[config.mk]
export PLATFORM = sky130hd
export DESIGN_NAME = serial_frame_receiver
export DESIGN_NICKNAME = d
export VERILOG_FILES = /design/src/sfr_pkg.sv /design/src/sfr_ram.sv /design/src/sfr_queue.sv /design/src/sfr_front.sv /design/src/sfr_back.sv /design/src/serial_frame_receiver.sv
export SDC_FILE = /design/constraint.sdc
export NUM_CORES = 1
export LEC_CHECK = 0
export BUFFER_PORTS_ARGS = -buffer_cell sky130_fd_sc_hd__buf_2
export CORE_ASPECT_RATIO = 1.25
export CORE_MARGIN = 3
export CORE_UTILIZATION = 52
export CTS_CLUSTER_SIZE = 40
export DETAILED_ROUTE_END_ITERATION = 16
export PLACE_DENSITY_LB_ADDON = 0.05
export SKIP_CTS_REPAIR_TIMING = 1
export SLEW_MARGIN = 20
export SYNTH_ARGS = -nofsm -noshare
export SYNTH_HDL_FRONTEND = slang
export SYNTH_SLANG_ARGS = --single-unit
[constraint.sdc]
create_clock -name aclk -period 10.6 [get_ports aclk]
set_clock_uncertainty 0.1 [all_clocks]
set_input_delay 2.12 -clock aclk [delete_from_list [all_inputs] [get_ports aclk]]
set_output_delay 2.12 -clock aclk [all_outputs]
set_load 0.02 [all_outputs]
[src/sfr_pkg.sv]
package sfr_pkg;

    localparam logic [7:0] CH_CR     = 8'd13;
    localparam logic [7:0] CH_HASH   = 8'd35;
    localparam logic [7:0] CH_LOWER_A = 8'd97;
    localparam logic [7:0] CH_OFFSET = 8'd61;
    localparam logic [6:0] MIN_LEN_FLOOR = 7'd5;
    localparam int         GRP_W = 7;

    typedef enum logic [2:0] {
        ST_OK        = 3'd0,
        ST_OVERFLOW  = 3'd1,
        ST_SHORT     = 3'd2,
        ST_BAD_START = 3'd3,
        ST_BAD_ADDR  = 3'd4,
        ST_RESERVED  = 3'd5,
        ST_LENGTH    = 3'd6,
        ST_CHECKSUM  = 3'd7
    } status_t;

    typedef enum logic [1:0] {
        CFG_MIN_LEN  = 2'd0,
        CFG_RES_ADDR = 2'd1,
        CFG_RES_CMD  = 2'd2
    } cfg_idx_t;

    typedef enum logic [1:0] {
        B_IDLE,
        B_READ,
        B_SETTLE,
        B_EMIT
    } back_state_t;

    typedef struct packed {
        logic [6:0] min_len;
        logic [7:0] res_addr;
        logic [7:0] res_cmd;
    } cfg_t;

    // one closed frame or an overflow event
    typedef struct packed {
        status_t          status;
        logic [7:0]       addr;
        logic [7:0]       cmd;
        logic             walk;
        logic [GRP_W-1:0] groups;
    } job_t;

endpackage

[src/sfr_ram.sv]
module sfr_ram #(
    parameter int WIDTH = 8,
    parameter int DEPTH = 64
) (
    input  logic                     aclk,
    input  logic                     we,
    input  logic [$clog2(DEPTH)-1:0] waddr,
    input  logic [WIDTH-1:0]         wdata,
    input  logic [$clog2(DEPTH)-1:0] raddr,
    output logic [WIDTH-1:0]         rdata
);

    logic [WIDTH-1:0] mem [DEPTH];
    logic [WIDTH-1:0] rdata_reg;

    always_ff @(posedge aclk) begin
        if (we) begin
            mem[waddr] <= wdata;
        end
        rdata_reg <= mem[raddr];
    end

    assign rdata = rdata_reg;

endmodule

[src/sfr_queue.sv]
module sfr_queue
    import sfr_pkg::*;
(
    input  logic aclk,
    input  logic aresetn,
    input  logic push,
    input  job_t push_job,
    input  logic pop,
    output job_t head,
    output logic empty,
    output logic full
);

    job_t       entry_reg [2];
    logic       wr_ptr_reg, wr_ptr_next;
    logic       rd_ptr_reg, rd_ptr_next;
    logic [1:0] count_reg, count_next;

    always_comb begin
        wr_ptr_next = wr_ptr_reg ^ push;
        rd_ptr_next = rd_ptr_reg ^ pop;
        count_next  = count_reg + 2'(push) - 2'(pop);
    end

    always_ff @(posedge aclk) begin
        if (!aresetn) begin
            wr_ptr_reg <= 1'b0;
            rd_ptr_reg <= 1'b0;
            count_reg  <= 2'd0;
        end else begin
            wr_ptr_reg <= wr_ptr_next;
            rd_ptr_reg <= rd_ptr_next;
            count_reg  <= count_next;
        end
    end

    always_ff @(posedge aclk) begin
        if (push) begin
            entry_reg[wr_ptr_reg] <= push_job;
        end
    end

    assign head  = entry_reg[rd_ptr_reg];
    assign empty = (count_reg == 2'd0);
    assign full  = (count_reg == 2'd2);

`ifndef SYNTH
    a_no_push_full: assert property (@(posedge aclk) disable iff (!aresetn)
        full && !pop |-> !push)
        else $error("push into full queue");
    a_no_pop_empty: assert property (@(posedge aclk) disable iff (!aresetn)
        empty |-> !pop)
        else $error("pop from empty queue");
`endif

endmodule

[src/sfr_front.sv]
module sfr_front
    import sfr_pkg::*;
#(
    parameter int MAX_FRAME_BYTES = 64
) (
    input  logic                               aclk,
    input  logic                               aresetn,
    input  logic                               s_tvalid,
    output logic                               s_tready,
    input  logic [7:0]                         s_tdata,
    input  cfg_t                               cfg,
    output logic                               ram_we,
    output logic [$clog2(MAX_FRAME_BYTES)-1:0] ram_waddr,
    output logic [7:0]                         ram_wdata,
    output logic                               push,
    output job_t                               push_job,
    input  logic                               q_full,
    input  logic                               walk_done,
    output logic                               walk_busy
);

    localparam int AW = $clog2(MAX_FRAME_BYTES);
    localparam int LW = $clog2(MAX_FRAME_BYTES + 1);
    localparam logic [LW-1:0] LEN_MAX = LW'(MAX_FRAME_BYTES);

    logic [LW-1:0] len_reg, len_next;
    logic [11:0]   sum_reg, sum_next;
    logic [7:0]    b0_reg, b0_next;
    logic [7:0]    b1_reg, b1_next;
    logic [7:0]    b2_reg, b2_next;
    logic [7:0]    last1_reg, last1_next;
    logic [7:0]    last2_reg, last2_next;
    logic          busy_reg, busy_next;

    logic          accept, is_cr, store_byte, overflow, close;
    logic [6:0]    min_len;
    logic [11:0]   cks;
    logic [LW-1:0] plen;
    logic [7:0]    addr;
    logic [7:0]    cks_hi, cks_lo;
    job_t          close_job;

    assign s_tready = !q_full && !busy_reg;
    assign accept   = s_tvalid && s_tready;
    assign is_cr    = (s_tdata == CH_CR);
    assign store_byte = accept && !is_cr && (len_reg < LEN_MAX);
    assign overflow = accept && !is_cr && (len_reg >= LEN_MAX);
    assign close    = accept && is_cr && (len_reg != '0);

    // frame checks, evaluated on the terminator beat
    always_comb begin
        min_len = (cfg.min_len < MIN_LEN_FLOOR) ? MIN_LEN_FLOOR : cfg.min_len;
        cks     = sum_reg - 12'(last1_reg) - 12'(last2_reg);
        plen    = len_reg - LW'(5);
        addr    = b1_reg - CH_LOWER_A;
        cks_hi  = CH_OFFSET + 8'(cks[11:6]);
        cks_lo  = CH_OFFSET + 8'(cks[5:0]);

        close_job        = '0;
        close_job.status = ST_OK;
        priority if (8'(len_reg) < {1'b0, min_len}) begin
            close_job.status = ST_SHORT;
        end else if (b0_reg != CH_HASH) begin
            close_job.status = ST_BAD_START;
        end else if (b1_reg < CH_LOWER_A || b1_reg[7]) begin
            close_job.status = ST_BAD_ADDR;
        end else if (addr == cfg.res_addr || b2_reg == cfg.res_cmd) begin
            close_job.status = ST_RESERVED;
        end else if (plen[1:0] != 2'b00) begin
            close_job.status = ST_LENGTH;
        end else if (last2_reg != cks_hi || last1_reg != cks_lo) begin
            close_job.status = ST_CHECKSUM;
        end else begin
            close_job.addr   = addr;
            close_job.cmd    = b2_reg;
            close_job.walk   = (plen != '0);
            close_job.groups = GRP_W'(plen >> 2);
        end
    end

    always_comb begin
        push_job = close_job;
        if (overflow) begin
            push_job        = '0;
            push_job.status = ST_OVERFLOW;
        end
    end

    assign push      = overflow || close;
    assign ram_we    = store_byte;
    assign ram_waddr = len_reg[AW-1:0];
    assign ram_wdata = s_tdata;

    always_comb begin
        len_next   = len_reg;
        sum_next   = sum_reg;
        b0_next    = b0_reg;
        b1_next    = b1_reg;
        b2_next    = b2_reg;
        last1_next = last1_reg;
        last2_next = last2_reg;
        busy_next  = busy_reg;
        if (store_byte) begin
            len_next   = len_reg + LW'(1);
            sum_next   = (len_reg == '0) ? 12'(s_tdata) : sum_reg + 12'(s_tdata);
            last1_next = s_tdata;
            last2_next = last1_reg;
            if (len_reg == LW'(0)) b0_next = s_tdata;
            if (len_reg == LW'(1)) b1_next = s_tdata;
            if (len_reg == LW'(2)) b2_next = s_tdata;
        end
        if (overflow || close) begin
            len_next = '0;
        end
        if (close && close_job.walk) begin
            busy_next = 1'b1;
        end else if (walk_done) begin
            busy_next = 1'b0;
        end
    end

    always_ff @(posedge aclk) begin
        if (!aresetn) begin
            len_reg  <= '0;
            busy_reg <= 1'b0;
        end else begin
            len_reg  <= len_next;
            busy_reg <= busy_next;
        end
    end

    always_ff @(posedge aclk) begin
        sum_reg   <= sum_next;
        b0_reg    <= b0_next;
        b1_reg    <= b1_next;
        b2_reg    <= b2_next;
        last1_reg <= last1_next;
        last2_reg <= last2_next;
    end

    assign walk_busy = busy_reg;

endmodule

[src/sfr_back.sv]
module sfr_back
    import sfr_pkg::*;
#(
    parameter int MAX_FRAME_BYTES = 64
) (
    input  logic                               aclk,
    input  logic                               aresetn,
    input  job_t                               head,
    input  logic                               q_empty,
    output logic                               pop,
    output logic [$clog2(MAX_FRAME_BYTES)-1:0] ram_raddr,
    input  logic [7:0]                         ram_rdata,
    output logic                               walk_done,
    output logic                               m_tvalid,
    input  logic                               m_tready,
    output logic [31:0]                        m_tdata,
    output logic                               m_tuser,
    output logic                               m_tlast
);

    localparam int AW = $clog2(MAX_FRAME_BYTES);

    back_state_t      state_reg, state_next;
    logic [AW-1:0]    ptr_reg, ptr_next;
    logic [1:0]       sub_reg, sub_next;
    logic [1:0]       idx_reg, idx_next;
    logic [GRP_W-1:0] grp_reg, grp_next;
    logic [7:0]       addr_reg, addr_next;
    logic [7:0]       cmd_reg, cmd_next;
    logic             rd_pend_reg;
    logic [7:0]       ch_reg [4];

    logic             out_valid_reg, out_valid_next;
    status_t          out_status_reg, out_status_next;
    logic [7:0]       out_addr_reg, out_addr_next;
    logic [7:0]       out_cmd_reg, out_cmd_next;
    logic [7:0]       out_data_reg, out_data_next;
    logic             out_dv_reg, out_dv_next;
    logic             out_last_reg, out_last_next;

    logic             slot_free, load_status, load_data;
    logic [7:0]       sa, sb, sc, sd;
    logic [7:0]       dec [3];

    assign slot_free = !out_valid_reg || m_tready;

    always_comb begin
        sa = ch_reg[0] - CH_OFFSET;
        sb = ch_reg[1] - CH_OFFSET;
        sc = ch_reg[2] - CH_OFFSET;
        sd = ch_reg[3] - CH_OFFSET;
        dec[0] = {sa[5:0], 2'b00} | {4'b0000, sb[7:4]};
        dec[1] = {sb[3:0], 4'b0000} | {2'b00, sc[7:2]};
        dec[2] = {sc[1:0], 6'b000000} | sd;
    end

    // control outputs
    always_comb begin
        pop         = 1'b0;
        load_status = 1'b0;
        load_data   = 1'b0;
        walk_done   = 1'b0;
        ram_raddr   = ptr_reg;
        unique case (state_reg)
            B_IDLE: begin
                if (!q_empty && slot_free) begin
                    pop         = 1'b1;
                    load_status = !head.walk;
                end
            end
            B_EMIT: begin
                load_data = slot_free;
                walk_done = slot_free && idx_reg == 2'd2 && grp_reg == GRP_W'(1);
            end
            default: begin
            end
        endcase
    end

    // next state and walk counters
    always_comb begin
        state_next = state_reg;
        ptr_next   = ptr_reg;
        sub_next   = sub_reg;
        idx_next   = idx_reg;
        grp_next   = grp_reg;
        addr_next  = addr_reg;
        cmd_next   = cmd_reg;
        unique case (state_reg)
            B_IDLE: begin
                if (pop && head.walk) begin
                    state_next = B_READ;
                    ptr_next   = AW'(3);
                    sub_next   = 2'd0;
                    idx_next   = 2'd0;
                    grp_next   = head.groups;
                    addr_next  = head.addr;
                    cmd_next   = head.cmd;
                end
            end
            B_READ: begin
                ptr_next = ptr_reg + AW'(1);
                sub_next = sub_reg + 2'd1;
                if (sub_reg == 2'd3) state_next = B_SETTLE;
            end
            B_SETTLE: begin
                state_next = B_EMIT;
            end
            B_EMIT: begin
                if (load_data) begin
                    idx_next = idx_reg + 2'd1;
                    if (idx_reg == 2'd2) begin
                        idx_next = 2'd0;
                        grp_next = grp_reg - GRP_W'(1);
                        state_next = (grp_reg == GRP_W'(1)) ? B_IDLE : B_READ;
                    end
                end
            end
            default: state_next = B_IDLE;
        endcase
    end

    // output register
    always_comb begin
        out_valid_next  = load_status || load_data || (out_valid_reg && !m_tready);
        out_status_next = out_status_reg;
        out_addr_next   = out_addr_reg;
        out_cmd_next    = out_cmd_reg;
        out_data_next   = out_data_reg;
        out_dv_next     = out_dv_reg;
        out_last_next   = out_last_reg;
        if (load_status) begin
            out_status_next = head.status;
            out_addr_next   = head.addr;
            out_cmd_next    = head.cmd;
            out_data_next   = 8'd0;
            out_dv_next     = 1'b0;
            out_last_next   = 1'b1;
        end else if (load_data) begin
            out_status_next = ST_OK;
            out_addr_next   = addr_reg;
            out_cmd_next    = cmd_reg;
            out_data_next   = dec[idx_reg];
            out_dv_next     = 1'b1;
            out_last_next   = (idx_reg == 2'd2) && (grp_reg == GRP_W'(1));
        end
    end

    always_ff @(posedge aclk) begin
        if (!aresetn) begin
            state_reg     <= B_IDLE;
            rd_pend_reg   <= 1'b0;
            out_valid_reg <= 1'b0;
        end else begin
            state_reg     <= state_next;
            rd_pend_reg   <= (state_reg == B_READ);
            out_valid_reg <= out_valid_next;
        end
    end

    always_ff @(posedge aclk) begin
        ptr_reg        <= ptr_next;
        sub_reg        <= sub_next;
        idx_reg        <= idx_next;
        grp_reg        <= grp_next;
        addr_reg       <= addr_next;
        cmd_reg        <= cmd_next;
        out_status_reg <= out_status_next;
        out_addr_reg   <= out_addr_next;
        out_cmd_reg    <= out_cmd_next;
        out_data_reg   <= out_data_next;
        out_dv_reg     <= out_dv_next;
        out_last_reg   <= out_last_next;
        if (rd_pend_reg) begin
            ch_reg[0] <= ch_reg[1];
            ch_reg[1] <= ch_reg[2];
            ch_reg[2] <= ch_reg[3];
            ch_reg[3] <= ram_rdata;
        end
    end

    assign m_tvalid = out_valid_reg;
    assign m_tdata  = {5'b00000, out_data_reg, out_cmd_reg, out_addr_reg, out_status_reg};
    assign m_tuser  = out_dv_reg;
    assign m_tlast  = out_last_reg;

endmodule

[src/serial_frame_receiver.sv]
// channel   dir  tdata fields (low bit up)                      tuser       tlast
// s_*       in   rx_byte[7:0]                                   -           -
// m_*       out  status[2:0] frame_address[10:3]                data_valid  last_item
//                frame_command[18:11] data_byte[26:19]
// cfg_*     in   index 0 min_frame_length, 1 reserved_address, 2 reserved_command
//
// A taken byte other than the terminator is written to the frame store if it fits.
// A terminator after a non-empty frame, or an overflow byte, queues one job.
// A good payload is read back four characters per group over the single RAM read
// port and decoded into three output beats per group, the input held off meanwhile.
// Synchronous active-low reset; the frame store needs no clearing.
// Output stalls back up through a two-entry job queue to s_tready.
module serial_frame_receiver
    import sfr_pkg::*;
#(
    parameter int MAX_FRAME_BYTES = 64
) (
    input  logic        aclk,
    input  logic        aresetn,
    input  logic        s_tvalid,
    output logic        s_tready,
    input  logic [7:0]  s_tdata,   // rx_byte
    output logic        m_tvalid,
    input  logic        m_tready,
    output logic [31:0] m_tdata,   // status, frame_address, frame_command, data_byte
    output logic        m_tuser,   // data_valid
    output logic        m_tlast,
    input  logic        cfg_we,
    input  logic [1:0]  cfg_index,
    input  logic [7:0]  cfg_wdata
);

    localparam int AW = $clog2(MAX_FRAME_BYTES);

    cfg_t          cfg_reg, cfg_next;
    logic          ram_we;
    logic [AW-1:0] ram_waddr, ram_raddr;
    logic [7:0]    ram_wdata, ram_rdata;
    logic          push, pop, q_empty, q_full;
    job_t          push_job, head;
    logic          walk_done, walk_busy;

    always_comb begin
        cfg_next = cfg_reg;
        if (cfg_we) begin
            unique case (cfg_index)
                CFG_MIN_LEN:  cfg_next.min_len  = cfg_wdata[6:0];
                CFG_RES_ADDR: cfg_next.res_addr = cfg_wdata;
                CFG_RES_CMD:  cfg_next.res_cmd  = cfg_wdata;
                default: begin
                end
            endcase
        end
    end

    always_ff @(posedge aclk) begin
        if (!aresetn) begin
            cfg_reg.min_len  <= MIN_LEN_FLOOR;
            cfg_reg.res_addr <= 8'd0;
            cfg_reg.res_cmd  <= 8'd0;
        end else begin
            cfg_reg <= cfg_next;
        end
    end

    sfr_front #(.MAX_FRAME_BYTES(MAX_FRAME_BYTES)) u_front (
        .aclk      (aclk),
        .aresetn   (aresetn),
        .s_tvalid  (s_tvalid),
        .s_tready  (s_tready),
        .s_tdata   (s_tdata),
        .cfg       (cfg_reg),
        .ram_we    (ram_we),
        .ram_waddr (ram_waddr),
        .ram_wdata (ram_wdata),
        .push      (push),
        .push_job  (push_job),
        .q_full    (q_full),
        .walk_done (walk_done),
        .walk_busy (walk_busy)
    );

    sfr_ram #(.WIDTH(8), .DEPTH(MAX_FRAME_BYTES)) u_store (
        .aclk  (aclk),
        .we    (ram_we),
        .waddr (ram_waddr),
        .wdata (ram_wdata),
        .raddr (ram_raddr),
        .rdata (ram_rdata)
    );

    sfr_queue u_queue (
        .aclk     (aclk),
        .aresetn  (aresetn),
        .push     (push),
        .push_job (push_job),
        .pop      (pop),
        .head     (head),
        .empty    (q_empty),
        .full     (q_full)
    );

    sfr_back #(.MAX_FRAME_BYTES(MAX_FRAME_BYTES)) u_back (
        .aclk      (aclk),
        .aresetn   (aresetn),
        .head      (head),
        .q_empty   (q_empty),
        .pop       (pop),
        .ram_raddr (ram_raddr),
        .ram_rdata (ram_rdata),
        .walk_done (walk_done),
        .m_tvalid  (m_tvalid),
        .m_tready  (m_tready),
        .m_tdata   (m_tdata),
        .m_tuser   (m_tuser),
        .m_tlast   (m_tlast)
    );

`ifndef SYNTH
    a_no_rx_during_walk: assert property (@(posedge aclk) disable iff (!aresetn)
        walk_busy |-> !s_tready)
        else $error("byte taken while payload walk in progress");
    a_status_beat_last: assert property (@(posedge aclk) disable iff (!aresetn)
        m_tvalid && !m_tuser |-> m_tlast)
        else $error("status beat without last");
    a_error_no_data: assert property (@(posedge aclk) disable iff (!aresetn)
        m_tvalid && m_tdata[2:0] != ST_OK |-> !m_tuser && m_tdata[26:3] == 24'd0)
        else $error("error beat carries frame fields");
`endif

endmodule

==> results of run 1 <==
## metal layers
layer | track usage (%) | up-vias | wire length, µm
met4 | 7.31 | 0 | 1920
li1 | - | 7220 | -
met3 | 2.82 | 95 | 3180
met1 | 30.0 | 8344 | 28900
met5 | 0 | - | 0
met2 | 41.5 | 458 | 38500
## cell usage after synthesis, drive strengths merged (5+ instances only)
library cell	n	area, µm²
nor4	7	43.8
a31oi	5	31.3
nand4	7	43.8
ha	50	626
dfxtp	58	1160
edfxtp	696	20900
clkbuf	54	203
a21o	11	83.8
o21a	7	52.6
nor2	134	503
nor3b	15	163
nand3b	8	60.1
buf	32	153
inv	60	225
nand3	23	120
fa	9	180
mux2	17	191
o211ai	7	52.6
a211oi	7	65.1
mux4	168	3780
o21ai	33	169
xor2	33	289
nand2b	7	43.8
and2	19	121
and3	10	73.8
nand2	97	367
a21oi	33	165
xnor2	62	543
mux2i	30	300
nor2b	34	220
nor3	24	160
or3	13	81.3
## report_power, final
group / total (W) / internal (W) / switching [W]
logic: 0.00148 / 0.000594 / 0.000886
registers: 0.00353 / 0.00343 / 0.0000977
clock network: 0.00265 / 0.00154 / 0.00111
total: 0.00766 / 0.00557 / 0.00210
## worst max-delay path by stage
stage               start                 end  slack [ns]  depth (start not counted)
2_1_floorplan  s_tdata[0]  u_store.mem[47][0]        6.23                          7
3_3_place_gp   s_tdata[0]  u_store.mem[57][5]        4.66                          9
3_5_place_dp   s_tdata[0]  u_store.mem[59][5]        4.55                          9
4_1_cts        s_tdata[0]  u_store.mem[59][7]        5.19                          9
5_1_grt        s_tdata[0]  u_store.mem[57][6]        4.91                          9
6_report       s_tdata[0]  u_store.mem[57][1]        5.20                          9
## area by class of cell
| class | count | area [µm²] |
|---|---|---|
| clock buffer | 90 | 1990 |
| clock inverter | 47 | 470 |
| fill | 4482 | 24700 |
| inverter | 60 | 225 |
| multi-input combinational | 927 | 9040 |
| sequential | 754 | 22100 |
| tap | 765 | 957 |
| timing repair buffer | 80 | 488 |
## cell families (layout without fill, tap and decap cells)
logic type	count (synthesis)	after routing	share of synthesized area, %
other cells	1	7	0.0118
flops	754	754	69.7
mux	215	215	13.5
buf+inv	146	277	1.83
fa+ha+maj	59	59	2.55
simple gates	411	411	6.65
xor+xnor	95	95	2.63
compound gates	140	140	3.12
## per-stage QoR
step	cells	util, %	hold WS [ns]	power (W)	setup slack (ns)
after detailed placement	2585	54.6	0.292	0.00508	4.55
final	2723	58.8	0.306	0.00766	5.20
after CTS	2722	58.7	0.307	0.00773	5.19
after global routing	2723	58.8	0.312	0.00799	4.91
after floorplan	1827	-	0.286	0.00464	6.23
after global placement	2585	54.6	0.287	0.00506	4.66
==> summary.md, run 1 <==
The worst setup path is captured at a flip-flop. The clock-pin slew on the worst setup and hold paths was 0.06 ns; the share of synthesized area occupied by flip-flops and latches was 69.7%. The run gives 72500 µm as the total wire length.

For the remaining antenna violation count after routing, the log shows 0. STA classifies the critical path startpoint as an input pin. The logs give 63900 µm² for the die area and 0 for the number of design rule violations left after detail routing.

The run gives 0 as the count of warnings emitted by yosys. The routed layout has 16100 vias. Traced cell by cell, the critical path runs through buf_2, buf_4, nor2b_1, nand4_1, and3_1, nand2b_1, inv_2, nand4_1, nor2_1.

For the final-layout setup total negative slack, the log shows 0 ns. Counting flops with a built-in enable in the synthesized netlist gives 696. The register with the most flip-flops in the layout has 512 of them. The post-synthesis async set-or-reset flop share came out at 0%. The library cell used most frequently in the layout, excluding fill and tap cells, is sky130_fd_sc_hd__edfxtp_1. The number of nets in the layout was 1980; the mean instance size in the synthesized netlist was 17.4 µm². The largest individual stage delay along the critical path comes from the cell sky130_fd_sc_hd__nor2_1. The tools report the first-pass GRT wire length as 108000 µm. The finished cells cover 35200 µm².

Measured in cells, the most critical reg-to-reg path has a length of 16. Setup repair after global routing left no endpoint under its margin. The number of antenna diodes in the final layout is 0.

The maximum number of pins on one net before global-route repair is 82, and the critical path's largest stage delay is 0.75 ns. Area of the placeable core: 59900 µm². The standard-cell row count came out at 100.

For the count of final hold-check violations, the log shows 0. The layout cell share with drive strength beyond 1 was 21.5%. For the number of antenna violations at the first check in global routing, the log shows 1. The average via count per standard cell was 5.92. Once the floorplan was initialized, standard cells occupied 52.8% of the core. The height of the chip is 282 µm, and the minimum setup slack among reg-to-reg paths is 5.45 ns.

The starting DRC count in detailed routing was 1308. The total clock buffers created by CTS was 75. The peak ir drop on the vdd network was 152 µV; the post-DP HPWL was 47300 µm. The via count of the first global-routing pass was 16400.

TritonCTS built the clock tree. The logs give 59 for the number of top-level design ports and 31700 µm² for the total standard cell area after synthesis. The average wire length per cell after detail routing came out at 26.6 µm.

The die is 227 µm wide. Buffers placed on the I/O ports in this run total 53. For the worst setup path, the data required time is 10.74 ns. The clock tree synthesis step divided the H-tree into 3 levels.

In this run the tightest slew margin relative to its limit is 33.0%. The tools report the weighted congestion at the end of routability-driven global placement as 0.818. For the clock network latency to the later pin of the worst-skew pair, the log shows 0.61 ns. The final max-slew violation count is 0. Buffer and inverter count on the worst path: 3.

Clock tree root buffer cell: sky130_fd_sc_hd__clkbuf_16. Counting along the longest clock path gives a buffer depth of 3. In the synthesized netlist the dominant register cell turns out to be sky130_fd_sc_hd__edfxtp_1. The netlist uses 81 different library cells. Final number of setup-violating endpoints: 0.

The clock drives 754 sinks. The cell depth of the worst min-delay path was 0. The worst register-to-register path begins at u_front.sum_reg[5].

The run finished with clean final reports. Synthesis inferred 754 register bits. From synthesis to final layout, the design area changed by 11.3%. The instance area after placement is 32700 µm².

Global-route usage over all layers: 23.3%. The sum of overflow across all layers after global routing was 0; the power per cell area was 218 nW/µm². For hold timing, the worst endpoint is u_back.ch_reg[3][5]. In this run the worst hold path is classified as reg -> reg.

In the layout the commonest cells are 696 x sky130_fd_sc_hd__edfxtp_1, 168 x sky130_fd_sc_hd__mux4_2, 134 x sky130_fd_sc_hd__nor2_1, 96 x sky130_fd_sc_hd__nand2_1, 77 x sky130_fd_sc_hd__clkbuf_16. The minimum period implied by the final worst setup slack is 5.40 ns, and the maximum achievable frequency is 185 MHz. The critical hold path startpoint was u_store.rdata[5]. Synthesis handed over a netlist of 1821 instances. The worst register-to-register path ends at u_queue.entry_reg[0][0]. The cell family with the largest share of critical-path delay was simple AND/OR/NAND/NOR gates. In this run the static leakage power is 11.7 nW. Data arrives at the worst endpoint at 5.54 ns.

The run gives 5 as the count of TritonRoute iterations in the first routing pass. At the pin with the least slew margin, the transition time is 1.00 ns. The critical path is of the in -> reg type. Maximum net fanout on the critical path: 71. Among the stages of the critical path, the cell type that occurs most often is sky130_fd_sc_hd__nand4_1.

The fraction of the cycle the final worst path needs came out at 50.9%. Across the run, the number of max-cap violations was 0.
Note: power is estimated with default switching activity, not from simulation.
==> run 2: changes to the inputs <==
==> constraint.sdc (replaced) <==
create_clock -name aclk -period 4.6 [get_ports aclk]
set_clock_uncertainty 0.1 [all_clocks]
set_input_delay 0.92 -clock aclk [delete_from_list [all_inputs] [get_ports aclk]]
set_output_delay 0.92 -clock aclk [all_outputs]
set_load 0.02 [all_outputs]
==> run 2 against run 1 <==
  * Sequential power increased by 130%
  * Critical endpoint is now u_queue.entry_reg[0][25]
  * Register-to-register slack got worse by 5.3 ns
  * Combinational power increased by 150%
  * Wire length decreased by 2.9%
  * Global-route usage decreased by 0.69 points
  * Clock-buffer cell count increased by 12
  * Die area unchanged
  * Critical path type is now reg -> reg
  * Critical path depth increased by 7
==> summary.md, run 2 (synthesis gave the netlist of run 1 again) <==
The final standard cell area without fillers was 35500 µm² (+0.64%); the data required time at the worst endpoint was 4.81 ns (-5.93 ns). The library cell used most frequently in the layout, excluding fill and tap cells, is sky130_fd_sc_hd__edfxtp_1. Average wire length per cell after detail routing: 25.7 µm (-3.7%). The weighted congestion at the end of routability-driven global placement was 0.792 (-3.3%). The die area was 63900 µm² (unchanged). The maximum net fanout on the critical path is 5 (-93%). The run gives 0 (unchanged) as the final number of setup-violating endpoints. The logs give 24.4% (-8.6 points) for the headroom to the max-slew limit and 22.6% (-0.69 points) for the global-route usage over all layers. The clock-pin slew on the worst setup and hold paths was 0.06 ns (about the same). The startpoint identified for the worst hold timing path is u_store.rdata[0]. For the maximum buffer depth of the clock tree, the log shows 3 (unchanged). The number of vias in the routed layout came out at 16100 (unchanged). The end point of the critical path was u_queue.entry_reg[0][25]. The logs give 1437 (+9.9%) for the starting DRC count in detailed routing and 0.190 ns (-5.01 ns) for the least setup slack across all paths after layout.

The sequential cell area is 22100 µm² (unchanged), and the remaining antenna violation count after routing is 0 (unchanged). The tools report the number of diodes as 0 (unchanged). The measured slew at the worst slew-check pin is 1.12 ns (+0.119 ns).

The critical path depth in cells was 16 (+7). The critical path starts at u_front.last2_reg[3]. The tools report the total wire length as 70400 µm (-2.9%). The buffer and inverter count on the worst path was 1 (-2); the clock network latency to the later pin of the worst-skew pair was 0.61 ns (about the same). In the layout the commonest cells are 696 x sky130_fd_sc_hd__edfxtp_1, 168 x sky130_fd_sc_hd__mux4_2, 133 x sky130_fd_sc_hd__nor2_1, 96 x sky130_fd_sc_hd__nand2_1, 78 x sky130_fd_sc_hd__clkbuf_16. The die width works out to 227 µm (unchanged). The logs give 16500 (+0.60%) for the via count of the first global-routing pass and 227 MHz for the maximum achievable frequency. The number of top-level design ports came out at 59 (unchanged). The count of port buffers added during placement came out at 53 (unchanged). The tools report the number of design rule violations left after detail routing as 0 (unchanged). The logs give 0 (unchanged) for the max-cap check violation count and 59.2% (+0.37 points) for the fraction of the core area covered by cells at the end of the flow. The tools report the capture point of the worst reg-to-reg path as u_queue.entry_reg[0][25]. The tree is rooted in a sky130_fd_sc_hd__clkbuf_16. The arrival time at the worst endpoint is 4.62 ns (-0.92 ns), and the height of the chip is 282 µm (unchanged). CTS sink count: 754 (unchanged).

The min-delay analysis places its worst path in the category reg -> reg. The number of nets in the layout came out at 2004 (+1.2%). The area of the placeable core is 59900 µm² (unchanged), and the critical path's largest stage delay is 0.61 ns (-0.14 ns).

The instance area after placement was 33000 µm² (+0.67%). The run finished with clean final reports. The number of antenna violations at the first check in global routing was 0 (-1); the average via count per standard cell was 5.87 (-0.84%). The minimum setup slack among reg-to-reg paths came out at 0.19 ns (-5.26 ns). Worst setup path category: reg -> reg. TritonCTS built the clock tree. The tools report the kind of launch point of the worst setup path as a flip-flop. The start of the worst register-to-register path is u_front.last2_reg[3]. The sum of overflow across all layers after global routing was 0 (unchanged). The count of final hold-check violations is 0 (unchanged). The standard-cell row count was 100 (unchanged). The layout cell share with drive strength beyond 1 is 22.6% (+1.1 points). The slowest stage of the critical path is the sky130_fd_sc_hd__fa_1 cell.

The final-layout fill cell count is 4437 (-1.0%), and the count of TritonRoute iterations in the first routing pass is 5 (unchanged). The area growth from synthesis to final layout was 12.0%; the minimum period implied by the final worst setup slack was 4.41 ns. The tools report the total clock buffers created by CTS as 74 (-1.3%). For the starting utilization of the core area, the log shows 52.8% (unchanged).

The flip-flop count of the largest register after layout works out to 512 (unchanged). Traced cell by cell, the critical path runs through inv_1, fa_1, ha_4, and3_4, a21boi_2, a21o_2, a21oi_2, xnor2_1, ha_2, xnor2_1, nand4_1, nor3_2, nand4_1, or4_4, a311oi_4, a31oi_1. The cell family with the largest share of critical-path delay is simple AND/OR/NAND/NOR gates. The power per cell area was 494 nW/µm² (+130%); the post-DP HPWL was 46100 µm (-2.6%).

The final max-slew violation count was 0 (unchanged); the number of cells on the worst reg-to-reg path was 16 (unchanged). The kind of end point of the critical path was a flip-flop. The peak ir drop on the vdd network was 349 µV (+130%); the H-tree level count was 3 (unchanged). Fraction of the cycle the final worst path needs: 95.9%. The first-pass GRT wire length came out at 106000 µm (-2.1%). The logs give 9160 µm² (+1.3%) for the multi-input gate area in the final layout and 66 (-20%) for the maximum number of pins on one net before global-route repair. The worst setup slack after placement came out at -0.0234 ns (-4.57 ns). The run gives 11.8 nW (+0.82%) as the leakage power.
[run 2: worst min-delay path by stage]
stage | endpoint | slack [ns] | cells past startpoint
finish | u_back.ch_reg[3][0] | 0.31 | 0
global route | u_back.ch_reg[3][0] | 0.31 | 0
detailed placement | u_back.ch_reg[3][2] | 0.29 | 0
global placement | u_back.ch_reg[3][7] | 0.29 | 0
floorplan | u_back.ch_reg[3][0] | 0.29 | 0
CTS | u_back.ch_reg[3][2] | 0.31 | 0
[run 2: where the power goes]
group | leakage, nW | internal [W] | total (W) | switching, W
Sequential | 6.70 | 0.00790 | 0.00811 | 0.000210
Clock | 1.12 | 0.00330 | 0.00577 | 0.00246
Combinational | 4.00 | 0.00151 | 0.00364 | 0.00213
[run 2: layout make-up]
type,count,area share (%)
clock inverter,33,0.660
timing repair buffer,105,2.12
inverter,60,0.635
tap,765,2.70
clock buffer,102,5.82
multi-input combinational,927,25.8
sequential,754,62.2
[run 2: through the flow]
step / hold slack, ns / power (W) / setup TNS [ns] / std cells
finish: 0.306 / 0.0175 / 0 / 2746
global route: 0.315 / 0.0183 / -0.205 / 2746
CTS: 0.306 / 0.0175 / -0.107 / 2739
detailed placement: 0.290 / 0.0117 / -0.0467 / 2604
global placement: 0.290 / 0.0116 / 0 / 2604
floorplan: 0.286 / 0.0107 / 0 / 1827
[run 2: layer usage]
layer	vias to the layer above	routed length [µm]	global-route usage, %
met5	-	0	0
met4	0	1750	6.97
met3	105	3200	2.84
met2	403	36200	38.6
met1	8345	29300	30.8
li1	7264	-	-
